File: config.mk
export PLATFORM = sky130hd
export DESIGN_NAME = psm_accum
export DESIGN_NICKNAME = d
export VERILOG_FILES = /design/src/psm_pkg.sv /design/src/psm_accum.sv
export SDC_FILE = /design/constraint.sdc
export NUM_CORES = 1
export LEC_CHECK = 0
export BUFFER_PORTS_ARGS = -buffer_cell sky130_fd_sc_hd__buf_2
export CAP_MARGIN = 40
export CELL_PAD_IN_SITES_DETAIL_PLACEMENT = 2
export CELL_PAD_IN_SITES_GLOBAL_PLACEMENT = 2
export CORE_ASPECT_RATIO = 0.75
export CORE_MARGIN = 1.5
export CORE_UTILIZATION = 32
export DETAILED_ROUTE_END_ITERATION = 8
export PLACE_DENSITY_LB_ADDON = 0.1
export SYNTH_ARGS = -nofsm -noshare
export SYNTH_HDL_FRONTEND = slang
export SYNTH_SLANG_ARGS = --single-unit
File: constraint.sdc
create_clock -name clock -period 3.45 [get_ports clock]
set_input_delay 0.345 -clock clock [delete_from_list [all_inputs] [get_ports clock]]
set_output_delay 0.345 -clock clock [all_outputs]
set_load 0.01 [all_outputs]
File: src/psm_pkg.sv
package psm_pkg;

   // Voice slots and per-voice store capacity
   localparam int VOICES      = 8;
   localparam int SOUND_DEPTH = 4096;

   localparam int SLOT_W      = (VOICES > 1) ? $clog2(VOICES) : 1;
   localparam int POS_W       = $clog2(SOUND_DEPTH + 1);
   localparam int STORE_DEPTH = VOICES * SOUND_DEPTH;
   localparam int ADDR_W      = (STORE_DEPTH > 1) ? $clog2(STORE_DEPTH) : 1;

   localparam int SAMPLE_W    = 16;
   localparam int SLOT_OUT_W  = 3;

   // Q2.14 clamp limits, one bit wider than a sample to hold a raw sum
   localparam logic signed [SAMPLE_W:0] POS_ONE = 17'sd16384;
   localparam logic signed [SAMPLE_W:0] NEG_ONE = -17'sd16384;

   localparam logic CMD_LOAD   = 1'b0;
   localparam logic CMD_TICK   = 1'b1;
   localparam logic KIND_ACK   = 1'b0;
   localparam logic KIND_FRAME = 1'b1;

   typedef struct packed {
      logic clear;
      logic add;
   } accum_ctl_type;

   typedef enum logic [4:0] {
      ST_IDLE  = 5'b00001,
      ST_LOAD  = 5'b00010,
      ST_CHECK = 5'b00100,
      ST_ADD   = 5'b01000,
      ST_DONE  = 5'b10000
   } state_type;

endpackage

File: src/psm_accum.sv
module psm_accum (
   input  logic                                clock,
   input  psm_pkg::accum_ctl_type              ctl,
   input  logic signed [psm_pkg::SAMPLE_W-1:0] sample,
   output logic signed [psm_pkg::SAMPLE_W-1:0] acc
);
   import psm_pkg::*;

   logic signed [SAMPLE_W-1:0] acc_ff;
   logic signed [SAMPLE_W-1:0] acc_in;
   logic signed [SAMPLE_W:0]   sum;

   // Clear, or add and then saturate to plus or minus one
   always_comb begin
      sum = {acc_ff[SAMPLE_W-1], acc_ff} + {sample[SAMPLE_W-1], sample};
      acc_in = acc_ff;
      if (ctl.clear) begin
         acc_in = '0;
      end else if (ctl.add) begin
         if (sum > POS_ONE) begin
            acc_in = POS_ONE[SAMPLE_W-1:0];
         end else if (sum < NEG_ONE) begin
            acc_in = NEG_ONE[SAMPLE_W-1:0];
         end else begin
            acc_in = sum[SAMPLE_W-1:0];
         end
      end
   end

   always_ff @(posedge clock) begin
      acc_ff <= acc_in;
   end

   assign acc = acc_ff;

endmodule

==> results of run 1 <==
logic make-up after synthesis:
| logic type | Yosys count | share of synthesized area |
|---|---|---|
| simple gates | 44 | 0.1500 |
| buf+inv | 15 | 0.04864 |
| xor+xnor | 12 | 0.06925 |
| mux | 1 | 0.009066 |
| compound gates | 67 | 0.3669 |
| fa+ha+maj | 17 | 0.1451 |
| flops | 16 | 0.2110 |
metal layers:
layer	global-route usage	wire length, um	vias up
met2	0.3333	2469	22
met5	0	0	-
li1	-	-	724
met4	0.03125	27	0
met3	0.03650	150	4
met1	0.2840	2495	730
cell usage in the layout (no fill, tap or decap), drive strengths merged, types with 2 or more instances in the layout:
| cell type | Yosys | layout |
|---|---|---|
| nand3 | 4 | 4 |
| o211ai | 4 | 4 |
| inv | 10 | 10 |
| nand2b | 2 | 2 |
| or3 | 2 | 2 |
| or2 | 2 | 2 |
| o21ai | 10 | 10 |
| xor2 | 5 | 5 |
| dfxtp | 16 | 16 |
| clkbuf | 1 | 4 |
| nor2 | 10 | 10 |
| a22o | 14 | 14 |
| nor4b | 2 | 2 |
| a2111oi | 2 | 2 |
| nand2 | 15 | 15 |
| buf | 4 | 38 |
| a221oi | 2 | 2 |
| xnor2 | 7 | 7 |
| a21oi | 11 | 11 |
| a21o | 6 | 6 |
| or4 | 2 | 2 |
| a31oi | 2 | 2 |
| a211oi | 4 | 4 |
| ha | 16 | 16 |
| o21a | 2 | 2 |
final cells by class:
class,count,area share
clock buffer,4,0.02995
inverter,10,0.02042
multi-input combinational,141,0.6276
sequential,16,0.1743
tap,57,0.03880
timing repair buffer,38,0.1089
stage by stage:
step	instances	setup slack, ps	area (um^2)
finish	266	266.2	1838
global route	266	48.54	1838
CTS	266	94.68	1808
detailed placement	262	91.16	1753
global placement	261	138.7	1745
floorplan	172	491.4	1518
power breakdown:
part           total [W]  leakage, nW  switching, W  internal [W]
registers       0.000221        0.130     0.0000171      0.000204
logic           0.000363        0.731      0.000218      0.000145
clock network   0.000179       0.0288     0.0000776      0.000102
total           0.000764        0.890      0.000313      0.000451
critical path, stage by stage (launching register included):
cell	delay (ps)
dfxtp_1	360
ha_1	190
inv_1	60
fa_1	400
nand2b_1	220
a211oi_4	370
o21a_1	220
o21ai_1	120
or4_1	530
mux2i_4	230
a31o_4	160
buf_4	140
a22o_1	140
how the worst min path moves through the flow:
stage | from | to | slack (ps) | cells after the start
4_1_cts | ctl[1] | acc[15] | 280 | 2
3_5_place_dp | acc[3] | acc[3] | 500 | 1
2_1_floorplan | ctl[1] | acc[15] | 420 | 1
6_report | ctl[1] | acc[15] | 280 | 2
5_1_grt | ctl[1] | acc[15] | 280 | 2
3_3_place_gp | acc[2] | acc[2] | 480 | 1
timing repair:
action / 4_1_cts / 5_1_grt
endpoints found under the hold margin: 0 / 0
setup endpoints to repair: 0 / 10
gates resized for setup: 0 / 6
synth_stat cells, drive strengths merged, types with 2 or more instances:
cell	number	share of area
a221oi	2	0.016
a31oi	2	0.012
or2	2	0.0082
nand3	4	0.013
a211oi	4	0.031
buf	4	0.021
nor4b	2	0.016
nand2	15	0.037
nor2	10	0.028
a2111oi	2	0.024
a21oi	11	0.039
or3	2	0.0082
a22o	14	0.081
xnor2	7	0.040
a21o	6	0.030
o21a	2	0.0099
o211ai	4	0.023
inv	10	0.025
o21ai	10	0.033
ha	16	0.13
xor2	5	0.029
or4	2	0.0099
dfxtp	16	0.21
nand2b	2	0.0082
==> summary.md, run 1 <==
| Metric | Value |
|---|---|
| IR drop worst, VDD | `0.1518 mV` |
| DIE AREA | `5169 um^2` |
| Worst Path Max Fanout | `6` |
| Number of flops mapped to enable cells by yosys | `0` |
| Number of flip-flops in the largest register | `16` |
| Cells after synthesis | `172` |
| Capture point of the worst reg-to-reg path | `acc[4]` |
| Slew Limit Fails | `0` |
| Worst Clk Skew | `5.462 ps` |
| TritonCTS clock tree | `yes` |
| Initial Util | `0.3358` |
| Multi-input gate area in the final layout | `1154 um^2` |
| Postcts setup bufs | `0` |
| Final #Nets | `246` |
| Port bufs | `34` |
| Post-synthesis cell type count | `54` |
| Setup repair after global routing missed its margin | `no` |
| Hpwl dp | `4204 um` |
| Minimum setup slack among reg-to-reg paths | `270 ps` |
| Total Power Consumption | `0.0007641 W` |
| Clock Pin Slew Worst Setup and Hold Paths | `70 ps` |
| Diode count | `0` |
| Congestion Overflow GR | `0` |
| Seq. cell area | `320.3 um^2` |
| Critical path start-end classification | `reg2reg` |
| Share of layout cells above drive strength 1 | `0.2919` |
| TritonCTS Buffers | `3` |
| Final clock period utilization by the worst path | `0.9229` |
| Post-Synthesis Cell Area | `1518 um^2` |
| Last element of the critical path | `acc[4]` |
| Initial detailed-routing violation count | `37` |
| Maximum clock frequency | `0.3141 GHz` |
| Count of warnings emitted by yosys | `0` |
| Type of the worst min-delay path | `in2reg` |
| Count of unresolved DRC violations after routing | `0` |
| TNS Setup | `0 ps` |
| All-layer global routing usage | `0.2046` |
| Depth of the CTS H-tree | `1` |
| Endpoint arrival time on the critical path | `3390 ps` |
| DR vias | `1,480` |
| Minimum clock period after layout | `3184 ps` |
| Max clock buf depth | `2` |
| Worst-case hold slack | `281.2 ps` |
| Critical path data required time | `3660 ps` |
| First element of the critical path | `acc[0]` |
| Wirelength per Cell | `19.33 um` |
| Weighted congestion at the end of routability-driven global placement | `0.8521` |
| Root Buffer Master | `clkbuf_8` |
| Number of violations of the max-capacitance limit | `0` |
| Remaining number of nets flagged by the antenna check after routing | `0` |
| Share of synthesized area occupied by flip-flops and latches | `0.2110` |
| Chip Height | `62.64 um` |
| Run status | `finished, final reports clean` |
| Flop and latch count out of synthesis | `16` |
| Leak pwr | `0.8902 nW` |
| Worst-case reg-to-reg path depth | `12` |
| Clk_lat worst skew | `260 ps` |
| Number of antenna violations at the first check in global routing | `0` |
| Final core utilization | `0.4067` |
| Ratio of routed vias to standard cells | `5.564` |
| Top FF cell, synth | `dfxtp_1` |
| Tightest slew margin relative to the limit | `0.6845` |
| Share of flip-flops with an asynchronous set or reset after synthesis | `0` |
| Number of optimization iterations in the first detailed-route pass | `4` |
| Kind of capture point of the worst setup path | `register` |
| Final setup violation count | `0` |
| Number of placement rows | `21` |
| Overall routed net length | `5143 um` |
| Worst reg2reg startpoint | `acc[0]` |
| Largest net degree at the start of global routing | `13` |
| Number of global-route vias before repair | `1,601` |
| Hold Fails Final Rpt | `0` |
| Count of boundary I/O pins | `35` |
| Number of clock sinks | `16` |
| Post-synthesis area per instance | `8.824 um^2` |
| First-pass GRT wire length | `8066 um` |
| Tightest Pin Transition | `469.0 ps` |
| Startpoint Class | `register` |
| Net count after synthesis | `208` |
| Pwr Density | `415.7 nW/um^2` |
| Die extent in x | `82.52 um` |
| Floorplan Core Area | `4519 um^2` |
| Growth of design area from synthesis to finish | `21.10%` |
| Layout filler cell count | `531` |
| Count of hold-fix buffers inserted at cts | `0` |
(Power assumes the default switching activity.)
==> inputs of run 2 (changes only) <==
--- a/config.mk
+++ b/config.mk
@@ -13,7 +13,9 @@
 export CORE_MARGIN = 1.5
 export CORE_UTILIZATION = 32
 export DETAILED_ROUTE_END_ITERATION = 8
+export HOLD_SLACK_MARGIN = 0.1
 export PLACE_DENSITY_LB_ADDON = 0.1
+export RECOVER_POWER = 100
 export SYNTH_ARGS = -nofsm -noshare
 export SYNTH_HDL_FRONTEND = slang
 export SYNTH_SLANG_ARGS = --single-unit
==> run 2 against run 1 <==
Net effect:
- worst setup slack lost 2.6 ps
- critical endpoint unchanged
- largest cell class unchanged
- combinational power decreased by 3%
- first-iteration DRC count increased by 19%
==> summary.md, run 2 (synthesis gave the netlist of run 1 again) <==
| Metric | Value |
|---|---|
| Run status | `finished, final reports clean` |
| Post-Layout Cell Count | `266 (unchanged)` |
| Cell area after placement | `1753 um^2 (unchanged)` |
| Chip Height | `62.64 um (unchanged)` |
| Weighted congestion at the end of routability-driven global placement | `0.8521 (unchanged)` |
| Number of placement rows | `21 (unchanged)` |
| Largest net degree at the start of global routing | `13 (unchanged)` |
| Pwr Density | `417.9 nW/um^2 (+0.53%)` |
| Int Power | `0.0004444 W (-1.5%)` |
| Initial detailed-routing violation count | `44 (+19%)` |
| Floorplan Core Area | `4519 um^2 (unchanged)` |
| Layout filler cell count | `538 (+1.3%)` |
| Ordered list of cells on the worst path | `ha_1, inv_1, fa_1, nand2b_1, a211oi_4, o21a_1, o21ai_1, or4_1, mux2i_4, a31o_4, buf_4, a22o_1` |
| TritonCTS clock tree | `yes` |
| Final #Nets | `246 (unchanged)` |
| Summed area of non-filler cells in the final layout | `1803 um^2 (-1.9%)` |
| Sw frac | `0.4103 (+0.0004449)` |
| All-layer global routing usage | `0.2046 (unchanged)` |
| Number of optimization iterations in the first detailed-route pass | `5 (+1)` |
| Wirelength per Cell | `19.25 um (-0.43%)` |
| Die extent in x | `82.52 um (unchanged)` |
| Congestion Overflow GR | `0 (unchanged)` |
| Worst Path Max Fanout | `6 (unchanged)` |
| Number of global-route vias before repair | `1,601 (unchanged)` |
| Fraction of power consumed by the clock network | `0.237 (+0.002)` |
| Share of power burned in combinational logic | `0.469 (-0.007)` |
| Hold Fails Final Rpt | `0 (unchanged)` |
| Maximum clock frequency | `0.3138 GHz (about the same)` |
| Leading cell types in the layout, fill and taps excluded | `18 x buf_2, 17 x clkbuf_1, 16 x ha_1, 16 x dfxtp_1, 15 x nand2_1` |
| Minimum clock period after layout | `3186 ps (+2.577 ps)` |
| Final clock period utilization by the worst path | `0.9236 (about the same)` |
| DR vias | `1,505 (+1.7%)` |
| Slew Limit Fails | `0 (unchanged)` |
| Register share of total power | `0.294 (+0.004)` |
| TNS Setup | `0 ps (unchanged)` |
| Hpwl dp | `4204 um (unchanged)` |
| Type of the worst min-delay path | `in2reg` |
| DP Worst Slack | `91.16 ps (unchanged)` |
| Total Power Consumption | `0.0007535 W (-1.4%)` |
| Worst Clk Skew | `4.794 ps (-0.6682 ps)` |
| Endpoint arrival time on the critical path | `3390 ps (about the same)` |
| Clk_lat worst skew | `260 ps (about the same)` |
| DIE AREA | `5169 um^2 (unchanged)` |
| Tightest Pin Transition | `487.0 ps (+17.97 ps)` |
| Diode count | `0 (unchanged)` |
| Port bufs | `34 (unchanged)` |
| Overall routed net length | `5121 um (-0.43%)` |
| Startpoint Class | `register` |
| Tightest slew margin relative to the limit | `0.6724 (-0.01209)` |
| Switching power of the nets | `0.0003092 W (-1.3%)` |
| Critical path start-end classification | `reg2reg` |
| Kind of capture point of the worst setup path | `register` |
| Critical path's largest stage delay | `530 ps (about the same)` |
| Max clock buf depth | `2 (unchanged)` |
| Growth of design area from synthesis to finish | `18.80%` |
| Setup repair after global routing missed its margin | `no` |
| Slowest-stage cell, CP | `or4_1` |
| Final setup violation count | `0 (unchanged)` |
| Number of violations of the max-capacitance limit | `0 (unchanged)` |
| First-pass GRT wire length | `8066 um (unchanged)` |
| Depth of the CTS H-tree | `1 (unchanged)` |
| Most frequent standard cell in the layout excluding fill and tap cells | `buf_2` |
| TritonCTS Buffers | `3 (unchanged)` |
| Leak pwr | `0.8122 nW (-8.8%)` |
| Number of flip-flops in the largest register | `16 (unchanged)` |
| Final worst slack | `263.6 ps (-2.577 ps)` |
| Placed cell count | `262 (unchanged)` |
| Root Buffer Master | `clkbuf_8` |
| Share of layout cells above drive strength 1 | `0.2010 (-0.09091)` |
| Ratio of routed vias to standard cells | `5.658 (+1.7%)` |
| Cell type group with the largest total delay on the critical path | `compound AO/OA/AOI/OAI gates` |
| Count of boundary I/O pins | `35 (unchanged)` |
| IR drop worst, VDD | `0.1484 mV (-2.3%)` |
| Critical path data required time | `3650 ps (about the same)` |
| Number of antenna violations at the first check in global routing | `0 (unchanged)` |
| Clock Pin Slew Worst Setup and Hold Paths | `70 ps (about the same)` |
| Number of clock sinks | `16 (unchanged)` |
| Initial Util | `0.3358 (unchanged)` |
| Count of unresolved DRC violations after routing | `0 (unchanged)` |
| Buffering stage count on the worst path with inverters included | `2 (unchanged)` |
| Remaining number of nets flagged by the antenna check after routing | `0 (unchanged)` |
run 2: path summary, 6_finish.rpt:
check | slack (ps) | endpoint | depth (start not counted) | from
worst max register to register | 260 | acc[4] | 12 | acc[0]
worst max-delay path | 260 | acc[4] | 12 | acc[0]
worst min register to register | 520 | acc[15] | 2 | acc[15]
worst min-delay path | 280 | acc[15] | 2 | ctl[1]
run 2: timing repair:
| item | 4_1_cts | 5_1_grt |
|---|---|---|
| resized for setup | 0 | 6 |
| setup buffers | 0 | 0 |
| hold buffers | 0 | 0 |
| setup endpoints to repair | 0 | 10 |
run 2: cell type report:
cell class / instances / area (um^2) / share of cell area
clock buffers: 4 / 55.05 / 0.03053
inverters: 10 / 37.54 / 0.02082
multi-input cells: 141 / 1142 / 0.6336
flip-flops and latches: 16 / 320.3 / 0.1777
well taps: 57 / 71.32 / 0.03956
repair buffers: 38 / 176.4 / 0.09785
run 2: metal layers:
layer | global-route usage | wire [um]
met3 | 0.03650 | 184
met1 | 0.2840 | 2464
met5 | 0 | 0
met4 | 0.03125 | 29
met2 | 0.3333 | 2443
run 2: stage by stage:
step	hold slack [ps]	util
after floorplan	417.8	-
after global placement	481.3	0.3862
after detailed placement	497.3	0.3879
after CTS	283.7	0.4001
after global routing	282.5	0.3989
final	282.8	0.3989
run 2: power groups by stage:
stage / Combinational, W / Clock (W) / Sequential, W
3_3_place_gp: 0.000336 / 0 / 0.000224
2_1_floorplan: 0.000239 / 0 / 0.000231
5_1_grt: 0.000388 / 0.000195 / 0.000225
6_report: 0.000353 / 0.000178 / 0.000222
4_1_cts: 0.000351 / 0.000185 / 0.000222
3_5_place_dp: 0.000348 / 0 / 0.000226
